### src/rtl/core/fbsc_pkg.sv
// ----------------------------------------------------------------------------
// fbsc_pkg
// Types, codes and constants shared by the frame byte stuffing codec.
// ----------------------------------------------------------------------------
package fbsc_pkg;

    localparam int CNT_W     = 17;
    localparam int LEN_W     = 16;
    localparam int CFG_IDX_W = 8;
    localparam int CFG_DAT_W = 16;
    localparam int Q_DEPTH   = 4;
    localparam int Q_PTR_W   = $clog2(Q_DEPTH);

    localparam logic [CNT_W-1:0] CNT_MAX = {CNT_W{1'b1}};

    // frame-end status codes
    localparam logic [1:0] ST_OK       = 2'd0;
    localparam logic [1:0] ST_OVERFLOW = 2'd1;
    localparam logic [1:0] ST_BAD_CODE = 2'd2;
    localparam logic [1:0] ST_TRAIL    = 2'd3;

    // configuration register indexes
    localparam logic [CFG_IDX_W-1:0] REG_MODE      = 8'd0;
    localparam logic [CFG_IDX_W-1:0] REG_MAX_LEN   = 8'd1;
    localparam logic [CFG_IDX_W-1:0] REG_HEAD      = 8'd2;
    localparam logic [CFG_IDX_W-1:0] REG_TAIL      = 8'd3;
    localparam logic [CFG_IDX_W-1:0] REG_ESCAPE    = 8'd4;
    localparam logic [CFG_IDX_W-1:0] REG_CODE_ESC  = 8'd5;
    localparam logic [CFG_IDX_W-1:0] REG_CODE_HEAD = 8'd6;
    localparam logic [CFG_IDX_W-1:0] REG_CODE_TAIL = 8'd7;

    typedef enum logic {
        MODE_ESCAPE   = 1'b0,
        MODE_UNESCAPE = 1'b1
    } mode_t;

    typedef struct packed {
        mode_t             mode;
        logic [LEN_W-1:0]  max_len;
        logic [7:0]        head_marker;
        logic [7:0]        tail_marker;
        logic [7:0]        escape_marker;
        logic [7:0]        code_for_escape;
        logic [7:0]        code_for_head;
        logic [7:0]        code_for_tail;
    } cfg_t;

    typedef struct packed {
        logic [7:0] out_byte;
        logic       byte_valid;
        logic       frame_end;
        logic [1:0] status;
    } res_t;

    // one queue entry: up to two results caused by one input byte
    typedef struct packed {
        logic [1:0] cnt;
        res_t       r0;
        res_t       r1;
    } entry_t;

    localparam res_t RES_NONE = '{out_byte: 8'd0, byte_valid: 1'b0,
                                  frame_end: 1'b0, status: ST_OK};

endpackage

### src/rtl/core/fbsc_front.sv
// ----------------------------------------------------------------------------
// fbsc_front
// Accepts input bytes, keeps the per-frame state and turns each byte into
// a queue entry of zero, one or two results.
// ----------------------------------------------------------------------------
module fbsc_front
    import fbsc_pkg::*;
(
    input  logic       aclk,
    input  logic       aresetn,
    input  cfg_t       cfg,
    input  logic       in_valid,
    input  logic [7:0] in_byte,
    input  logic       in_last,
    input  logic       q_full,
    output logic       in_ready,
    output logic       push,
    output entry_t     push_entry
);

    logic             esc_pend_reg,  esc_pend_next;
    logic             failed_reg,    failed_next;
    logic [1:0]       fail_kind_reg, fail_kind_next;
    logic [CNT_W-1:0] seen_reg,      seen_next;
    logic [CNT_W-1:0] added_reg,     added_next;

    logic             accept;
    logic             is_esc;
    logic [7:0]       code;
    logic [CNT_W-1:0] seen_inc, added_inc;
    logic [CNT_W:0]   total;
    logic [1:0]       ovf_st;
    entry_t           ent;

    assign in_ready = !q_full;
    assign accept   = in_valid && !q_full;

    // marker match in escape mode: head first, then escape, then tail
    always_comb begin
        is_esc = 1'b1;
        code   = 8'd0;
        priority if (in_byte == cfg.head_marker) begin
            code = cfg.code_for_head;
        end else if (in_byte == cfg.escape_marker) begin
            code = cfg.code_for_escape;
        end else if (in_byte == cfg.tail_marker) begin
            code = cfg.code_for_tail;
        end else begin
            is_esc = 1'b0;
        end
    end

    assign seen_inc  = (seen_reg != CNT_MAX) ? seen_reg + 1'b1 : seen_reg;
    assign added_inc = (is_esc && added_reg != CNT_MAX) ? added_reg + 1'b1 : added_reg;
    assign total     = {1'b0, seen_inc} + {1'b0, added_inc} + 1'b1;
    assign ovf_st    = (in_last && added_inc != '0 && total > {2'b00, cfg.max_len})
                       ? ST_OVERFLOW : ST_OK;

    always_comb begin
        esc_pend_next  = esc_pend_reg;
        failed_next    = failed_reg;
        fail_kind_next = fail_kind_reg;
        seen_next      = seen_reg;
        added_next     = added_reg;
        ent            = '{cnt: 2'd0, r0: RES_NONE, r1: RES_NONE};

        if (cfg.mode == MODE_ESCAPE) begin
            seen_next  = seen_inc;
            added_next = added_inc;
            if (is_esc) begin
                ent.cnt = 2'd2;
                ent.r0  = '{out_byte: cfg.escape_marker, byte_valid: 1'b1,
                            frame_end: 1'b0, status: ST_OK};
                ent.r1  = '{out_byte: code, byte_valid: 1'b1,
                            frame_end: in_last, status: ovf_st};
            end else begin
                ent.cnt = 2'd1;
                ent.r0  = '{out_byte: in_byte, byte_valid: 1'b1,
                            frame_end: in_last, status: ovf_st};
            end
        end else if (failed_reg) begin
            // drop the rest of a failed frame, report at its end
            if (in_last) begin
                ent.cnt = 2'd1;
                ent.r0  = '{out_byte: 8'd0, byte_valid: 1'b0,
                            frame_end: 1'b1, status: fail_kind_reg};
            end
        end else if (esc_pend_reg) begin
            esc_pend_next = 1'b0;
            ent.cnt       = 2'd1;
            priority if (in_byte == cfg.code_for_escape) begin
                ent.r0 = '{out_byte: cfg.escape_marker, byte_valid: 1'b1,
                           frame_end: in_last, status: ST_OK};
            end else if (in_byte == cfg.code_for_head) begin
                ent.r0 = '{out_byte: cfg.head_marker, byte_valid: 1'b1,
                           frame_end: in_last, status: ST_OK};
            end else if (in_byte == cfg.code_for_tail) begin
                ent.r0 = '{out_byte: cfg.tail_marker, byte_valid: 1'b1,
                           frame_end: in_last, status: ST_OK};
            end else begin
                failed_next    = 1'b1;
                fail_kind_next = ST_BAD_CODE;
                ent.cnt        = in_last ? 2'd1 : 2'd0;
                ent.r0         = '{out_byte: 8'd0, byte_valid: 1'b0,
                                   frame_end: 1'b1, status: ST_BAD_CODE};
            end
        end else if (in_byte == cfg.escape_marker) begin
            esc_pend_next = 1'b1;
            ent.cnt       = in_last ? 2'd1 : 2'd0;
            ent.r0        = '{out_byte: 8'd0, byte_valid: 1'b0,
                              frame_end: 1'b1, status: ST_TRAIL};
        end else begin
            ent.cnt = 2'd1;
            ent.r0  = '{out_byte: in_byte, byte_valid: 1'b1,
                        frame_end: in_last, status: ST_OK};
        end

        // every last byte closes the frame in either mode
        if (in_last) begin
            esc_pend_next  = 1'b0;
            failed_next    = 1'b0;
            fail_kind_next = ST_OK;
            seen_next      = '0;
            added_next     = '0;
        end
    end

    assign push       = accept && (ent.cnt != 2'd0);
    assign push_entry = ent;

    always_ff @(posedge aclk) begin
        if (!aresetn) begin
            esc_pend_reg  <= 1'b0;
            failed_reg    <= 1'b0;
            fail_kind_reg <= ST_OK;
            seen_reg      <= '0;
            added_reg     <= '0;
        end else if (accept) begin
            esc_pend_reg  <= esc_pend_next;
            failed_reg    <= failed_next;
            fail_kind_reg <= fail_kind_next;
            seen_reg      <= seen_next;
            added_reg     <= added_next;
        end
    end

endmodule

### src/rtl/core/fbsc_queue.sv
// ----------------------------------------------------------------------------
// fbsc_queue
// Short entry queue between the front and back parts.
// ----------------------------------------------------------------------------
module fbsc_queue
    import fbsc_pkg::*;
(
    input  logic   aclk,
    input  logic   aresetn,
    input  logic   push,
    input  entry_t push_entry,
    input  logic   pop,
    output logic   full,
    output logic   not_empty,
    output entry_t head
);

    entry_t             mem [Q_DEPTH];
    logic [Q_PTR_W-1:0] wr_ptr_reg, wr_ptr_next;
    logic [Q_PTR_W-1:0] rd_ptr_reg, rd_ptr_next;
    logic [Q_PTR_W:0]   count_reg,  count_next;

    assign full      = (count_reg == (Q_PTR_W+1)'(Q_DEPTH));
    assign not_empty = (count_reg != '0);
    assign head      = mem[rd_ptr_reg];

    always_comb begin
        wr_ptr_next = push ? wr_ptr_reg + 1'b1 : wr_ptr_reg;
        rd_ptr_next = pop  ? rd_ptr_reg + 1'b1 : rd_ptr_reg;
        count_next  = count_reg;
        unique case ({push, pop})
            2'b10:   count_next = count_reg + 1'b1;
            2'b01:   count_next = count_reg - 1'b1;
            default: count_next = count_reg;
        endcase
    end

    always_ff @(posedge aclk) begin
        if (push) begin
            mem[wr_ptr_reg] <= push_entry;
        end
    end

    always_ff @(posedge aclk) begin
        if (!aresetn) begin
            wr_ptr_reg <= '0;
            rd_ptr_reg <= '0;
            count_reg  <= '0;
        end else begin
            wr_ptr_reg <= wr_ptr_next;
            rd_ptr_reg <= rd_ptr_next;
            count_reg  <= count_next;
        end
    end

endmodule

### src/rtl/core/fbsc_back.sv
// ----------------------------------------------------------------------------
// fbsc_back
// Takes queue entries and plays out their results one per cycle through
// an output register while out_ready does not hold the output.
// ----------------------------------------------------------------------------
module fbsc_back
    import fbsc_pkg::*;
(
    input  logic   aclk,
    input  logic   aresetn,
    input  logic   q_not_empty,
    input  entry_t q_head,
    output logic   pop,
    input  logic   out_ready,
    output logic   out_valid,
    output res_t   out_res
);

    entry_t hold_reg,       hold_next;
    logic   hold_valid_reg, hold_valid_next;
    logic   sel_reg,        sel_next;
    logic   out_valid_reg,  out_valid_next;
    res_t   out_res_reg,    out_res_next;

    logic   out_free;
    logic   send;
    logic   hold_done;

    assign out_free  = !out_valid_reg || out_ready;
    assign send      = out_free && hold_valid_reg;
    assign hold_done = send && (sel_reg || hold_reg.cnt != 2'd2);
    assign pop       = q_not_empty && (!hold_valid_reg || hold_done);

    always_comb begin
        hold_next       = hold_reg;
        hold_valid_next = hold_valid_reg;
        sel_next        = sel_reg;
        out_valid_next  = out_valid_reg;
        out_res_next    = out_res_reg;

        if (send) begin
            out_valid_next = 1'b1;
            out_res_next   = sel_reg ? hold_reg.r1 : hold_reg.r0;
            sel_next       = 1'b1;
        end else if (out_free) begin
            out_valid_next = 1'b0;
        end

        if (pop) begin
            hold_next       = q_head;
            hold_valid_next = 1'b1;
            sel_next        = 1'b0;
        end else if (hold_done) begin
            hold_valid_next = 1'b0;
        end
    end

    always_ff @(posedge aclk) begin
        hold_reg    <= hold_next;
        out_res_reg <= out_res_next;
    end

    always_ff @(posedge aclk) begin
        if (!aresetn) begin
            hold_valid_reg <= 1'b0;
            sel_reg        <= 1'b0;
            out_valid_reg  <= 1'b0;
        end else begin
            hold_valid_reg <= hold_valid_next;
            sel_reg        <= sel_next;
            out_valid_reg  <= out_valid_next;
        end
    end

    assign out_valid = out_valid_reg;
    assign out_res   = out_res_reg;

endmodule

### src/rtl/core/frame_byte_stuffing_codec.sv
// ----------------------------------------------------------------------------
// frame_byte_stuffing_codec
// Byte stuffing / unstuffing codec for framed byte streams.
// ----------------------------------------------------------------------------
// Takes one frame byte per cycle on the s_ stream (tlast marks the final
// byte) and emits result bytes on the m_ stream, one result per cycle while
// m_tready is high. In escape mode a head, escape or tail marker byte yields
// two results (escape byte, then its code); every other byte yields one, and
// a byte in unescape mode yields at most one. A four-entry queue between the
// input classifier and the output player absorbs the extra results of
// escaped bytes, so the input only stalls when the queue fills. m_tuser
// carries byte_valid and status; a result with byte_valid low is a status-only
// result at frame end. Write configuration through cfg_* only while the block
// is idle; cfg_ready is always high.
// ----------------------------------------------------------------------------
module frame_byte_stuffing_codec
    import fbsc_pkg::*;
(
    input  logic                 aclk,
    input  logic                 aresetn,
    // configuration write channel
    input  logic                 cfg_valid,
    output logic                 cfg_ready,
    input  logic [CFG_IDX_W-1:0] cfg_addr,
    input  logic [CFG_DAT_W-1:0] cfg_wdata,
    // input stream
    input  logic                 s_tvalid,
    output logic                 s_tready,
    input  logic [7:0]           s_tdata,   // [7:0] data_byte
    input  logic                 s_tlast,   // last_byte
    // result stream
    output logic                 m_tvalid,
    input  logic                 m_tready,
    output logic [7:0]           m_tdata,   // [7:0] out_byte
    output logic [2:0]           m_tuser,   // [0] byte_valid, [2:1] status
    output logic                 m_tlast    // frame_end
);

    cfg_t   cfg_reg, cfg_next;
    logic   q_full, q_not_empty, q_push, q_pop;
    entry_t q_in, q_head;
    res_t   out_res;

    assign cfg_ready = 1'b1;

    always_comb begin
        cfg_next = cfg_reg;
        if (cfg_valid) begin
            unique case (cfg_addr)
                REG_MODE:      cfg_next.mode            = mode_t'(cfg_wdata[0]);
                REG_MAX_LEN:   cfg_next.max_len         = cfg_wdata;
                REG_HEAD:      cfg_next.head_marker     = cfg_wdata[7:0];
                REG_TAIL:      cfg_next.tail_marker     = cfg_wdata[7:0];
                REG_ESCAPE:    cfg_next.escape_marker   = cfg_wdata[7:0];
                REG_CODE_ESC:  cfg_next.code_for_escape = cfg_wdata[7:0];
                REG_CODE_HEAD: cfg_next.code_for_head   = cfg_wdata[7:0];
                REG_CODE_TAIL: cfg_next.code_for_tail   = cfg_wdata[7:0];
                default:       cfg_next = cfg_reg;
            endcase
        end
    end

    always_ff @(posedge aclk) begin
        if (!aresetn) begin
            cfg_reg <= '{mode: MODE_ESCAPE, max_len: 16'hFFFF,
                         head_marker: 8'd126, tail_marker: 8'd127,
                         escape_marker: 8'd125, code_for_escape: 8'd1,
                         code_for_head: 8'd2, code_for_tail: 8'd3};
        end else begin
            cfg_reg <= cfg_next;
        end
    end

    fbsc_front u_front (
        .aclk       (aclk),
        .aresetn    (aresetn),
        .cfg        (cfg_reg),
        .in_valid   (s_tvalid),
        .in_byte    (s_tdata),
        .in_last    (s_tlast),
        .q_full     (q_full),
        .in_ready   (s_tready),
        .push       (q_push),
        .push_entry (q_in)
    );

    fbsc_queue u_queue (
        .aclk       (aclk),
        .aresetn    (aresetn),
        .push       (q_push),
        .push_entry (q_in),
        .pop        (q_pop),
        .full       (q_full),
        .not_empty  (q_not_empty),
        .head       (q_head)
    );

    fbsc_back u_back (
        .aclk        (aclk),
        .aresetn     (aresetn),
        .q_not_empty (q_not_empty),
        .q_head      (q_head),
        .pop         (q_pop),
        .out_ready   (m_tready),
        .out_valid   (m_tvalid),
        .out_res     (out_res)
    );

    assign m_tdata = out_res.out_byte;
    assign m_tuser = {out_res.status, out_res.byte_valid};
    assign m_tlast = out_res.frame_end;

endmodule
### config.mk
export PLATFORM = sky130hd
export DESIGN_NAME = frame_byte_stuffing_codec
export DESIGN_NICKNAME = d
export VERILOG_FILES = /design/src/rtl/core/fbsc_pkg.sv /design/src/rtl/core/fbsc_front.sv /design/src/rtl/core/fbsc_queue.sv /design/src/rtl/core/fbsc_back.sv /design/src/rtl/core/frame_byte_stuffing_codec.sv
export SDC_FILE = /design/constraint.sdc
export NUM_CORES = 1
export LEC_CHECK = 0
export ABC_CLOCK_PERIOD_IN_PS = 7110
export BUFFER_PORTS_ARGS = -buffer_cell sky130_fd_sc_hd__buf_2
export CORE_MARGIN = 2
export CORE_UTILIZATION = 43
export CTS_CLUSTER_DIAMETER = 60
export CTS_CLUSTER_SIZE = 8
export DETAILED_ROUTE_END_ITERATION = 6
export MAX_ROUTING_LAYER = met4
export PLACE_DENSITY_LB_ADDON = 0.3
export SLEW_MARGIN = 10
export SYNTH_ARGS = -nofsm -noshare
export SYNTH_HDL_FRONTEND = slang
export SYNTH_HIERARCHICAL = 1
export SYNTH_SLANG_ARGS = --single-unit
### constraint.sdc
create_clock -name aclk -period 7.11 [get_ports aclk]
set_input_delay 0.3555 -clock aclk [delete_from_list [all_inputs] [get_ports aclk]]
set_output_delay 0.3555 -clock aclk [all_outputs]
set_load 0.1 [all_outputs]
==> metrics.md <==
| Metric | Value |
|---|---|
| Outcome | `finished clean` |
| Remaining DRCs | `0` |
| Global-route wire length before repair | `49800 um` |
| Most common cell after layout, fill and taps aside | `edfxtp_1` |
| Syn. warnings | `6` |
| Tmin final | `6.38 ns` |
| Routed len/inst | `18.7 um` |
| Clock transition at the registers of the reported paths | `0.05 ns` |
| Critical-path cell list | `ha_1 > nand4_1 > nor3_1 > a31oi_1 > nand3_1 > xor2_1 > inv_1 > ha_1 > a21o_1 > a21o_1 > a221oi_1 > o211ai_1 > a21oi_1 > xnor2_1 > ha_1 > nor2b_1 > o21ai_0 > o21ai_0 > a2111oi_0 > o21ai_0 > a221o_1 > a211oi_1 > o31ai_1` |
| Post-synth EDFFs | `142` |
| Routed wire length | `30800 um` |
| IO Count | `53` |
| LEAKAGE | `5.88 nW` |
| # Post-CTS Setup Buffers | `0` |
| Root buf cell | `clkbuf_16` |
| Vias | `9186` |
| Switch share | `0.277` |
| #FFs+latches synth | `256` |
| CP max FO | `7` |
| Row Count | `64` |
| Comb pwr share | `0.180` |
| Initial core utilization | `0.439` |
| 1st-iter DRT viols | `822` |
| RePlAce Congestion | `0.917` |
| Cell area after layout | `0.0150 mm2` |
| GRT Total Usage | `0.195` |
| Post-synthesis sequential area ratio | `0.487` |
| Final hold violations | `0` |
| DP HPWL | `21300 um` |
| TritonRoute pass-1 iters | `5` |
| Worst Path Class, Setup | `register to register` |
| Slew headroom | `0.184` |
| CP Capture Type | `register` |
| Share of layout cells above drive strength 1 | `0.146` |
| Hold crit path type | `input port to register` |
| Area growth syn-to-layout | `11.7%` |
| Hold bufs inserted after CTS | `0` |
| DRT antenna net count | `0` |
| Clock Sinks | `256` |
| Int Pwr | `3.09 mW` |
| Num CTS Buffers | `38` |
| Clock Skews | `0.0145 ns` |
| Largest net degree at the start of global routing | `77` |
| Fmax | `157 MHz` |
| Post-CTS sizing | `0` |
| CP Launch Type | `register` |
| Die area | `0.0327 mm2` |
| Via density per instance | `5.59` |
| Fin nets | `1312` |
| Reg2Reg Setup Slack | `0.73 ns` |
| # setup viols final | `0` |
| Max Cap Viol | `0` |
| Clock latency on the worst-skew pair | `0.52 ns` |
| Syn Nets | `1273` |
| Placed cell area | `0.0139 mm2` |
| Clock network fraction of design power | `0.380` |
| CP max stage delay | `0.62 ns` |
| Worst slew pin tran | `1.21 ns` |
| Max Slew Vio Count | `0` |
| Distinct cells, synth | `82` |
| Ys async rst share | `0` |
| Mean Syn Cell Area | `11.3 um2` |
| Most frequent cells in the layout | `edfxtp_1 (142), dfxtp_1 (114), nand2_1 (86)` |
| Reg power frac | `0.440` |
| Sw power | `1.19 mW` |
| Die height | `181 um` |
| Largest register FFs | `104` |
| Area of the core | `0.0307 mm2` |
| CTS max path bufs | `3` |
| Critical Path AT | `6.59 ns` |
| # diodes | `0` |
| Power Total | `4.28 mW` |
| Die W | `181 um` |
| CTS tree | `yes` |
| Pwr per Cell Area | `285 mW/mm2` |
| H-tree depth | `2` |
| Post-Syn Area | `0.0135 mm2` |
| Hold WS | `0.110 ns` |
| Setup TNS | `0 ns` |
| Port buffer count | `51` |
| Initial antenna violation count | `0` |
| Slowest cell on crit path | `a31oi_1` |
| Top_reg_cell synth | `edfxtp_1` |
| GR Overflow Total | `0` |
| Synth Instances | `1193` |
| RSZ-0062 raised after global routing | `false` |
| Worst vdd ir | `0.189 mV` |
| DP Cell Count | `1588` |
| Layout Cells excl Fill | `1643` |
| Crit share post-route | `0.897` |
| Number of global-route vias before repair | `9164` |
| Worst EP required | `7.33 ns` |
## cell type report
cell class / instances / area [um2]
Fill cell: 2759 / 15600
Sequential cell: 256 / 6550
Multi-Input combinational cell: 825 / 6370
Clock buffer: 52 / 1040
Tap cell: 396 / 495
Timing Repair Buffer: 66 / 370
Inverter: 45 / 169
Clock inverter: 3 / 33.8
## worst max-delay path: cells and delay by family (launching register included)
| family | cells | cell delay [ns] |
|---|---|---|
| flops | 1 | 0.36 |
| simple gates | 4 | 0.54 |
| compound gates | 13 | 3.69 |
| fa+ha+maj | 3 | 0.87 |
| xor+xnor | 2 | 0.53 |
| buf+inv | 1 | 0.08 |
## path summary, 6_finish.rpt
kind	from	endpoint	depth (start not counted)
worst min register to register	u_front/fail_kind_reg[1]$_SDFFE_PN0P_	u_front/fail_kind_reg[1]$_SDFFE_PN0P_	2
worst min-delay path	cfg_wdata[8]	cfg_reg[56]$_SDFFE_PN1P_	3
worst max-delay path	u_front/seen_reg[0]$_SDFFE_PN0P_	u_queue/mem[1][12]$_DFFE_PP_	23
worst max register to register	u_front/seen_reg[0]$_SDFFE_PN0P_	u_queue/mem[1][12]$_DFFE_PP_	23
## power by group through the flow
| stage | sequential (mW) | combinational [mW] | clock (mW) |
|---|---|---|---|
| floorplan | 2.08 | 0.457 | 0 |
| global placement | 1.90 | 0.773 | 0 |
| detailed placement | 1.91 | 0.781 | 0 |
| CTS | 1.89 | 0.784 | 1.66 |
| global route | 1.90 | 0.833 | 1.73 |
| finish | 1.88 | 0.770 | 1.63 |
## through the flow
step | util | setup slack, ns
global placement | 0.455 | 0.734
CTS | 0.490 | 0.708
finish | 0.490 | 0.734
global route | 0.490 | 0.0846
floorplan | - | 1.59
detailed placement | 0.455 | 0.639
## cells in the mapped netlist (5+ instances only)
cell / instances / area share
a21boi_0: 12 / 0.0067
a21o_1: 13 / 0.0073
a21oi_1: 39 / 0.015
a221oi_1: 12 / 0.0078
a22oi_1: 13 / 0.0073
a31oi_1: 10 / 0.0047
and2_1: 23 / 0.011
and3_1: 11 / 0.0051
buf_2: 13 / 0.0048
buf_4: 11 / 0.0061
buf_6: 6 / 0.0050
clkbuf_1: 33 / 0.0092
dfxtp_1: 114 / 0.17
edfxtp_1: 142 / 0.32
ha_1: 41 / 0.038
inv_1: 43 / 0.012
mux2_2: 14 / 0.012
mux2i_1: 68 / 0.051
mux4_1: 6 / 0.012
mux4_2: 20 / 0.033
nand2_1: 86 / 0.024
nand3_1: 23 / 0.0086
nand4_1: 32 / 0.015
nor2_1: 58 / 0.016
nor2b_1: 62 / 0.029
nor3_1: 22 / 0.0082
o211ai_1: 11 / 0.0061
o21ai_0: 41 / 0.015
o22ai_1: 8 / 0.0037
o31ai_1: 5 / 0.0028
or3_1: 10 / 0.0047
xnor2_1: 48 / 0.031
xor2_1: 52 / 0.034
## metal layers
layer,vias to the layer above,global-route usage,part of all wire
met5,-,-,0
met2,229,0.309,0.47
met1,4460,0.264,0.46
met3,49,0.0296,0.050
li1,4448,-,-
met4,0,0.0484,0.019
## cells by family after synthesis
group	Yosys count	synth area share
DFF	256	0.487
other	2	0.000558
xor gates and xnor gates	100	0.0651
AOI/OAI and AO/OA	201	0.104
adders and majority gates	42	0.0396
buffers and inverters	112	0.0414
and+or+nand+nor	372	0.155
muxes	108	0.108
No activity file was read; power rests on OpenSTA's default activity.
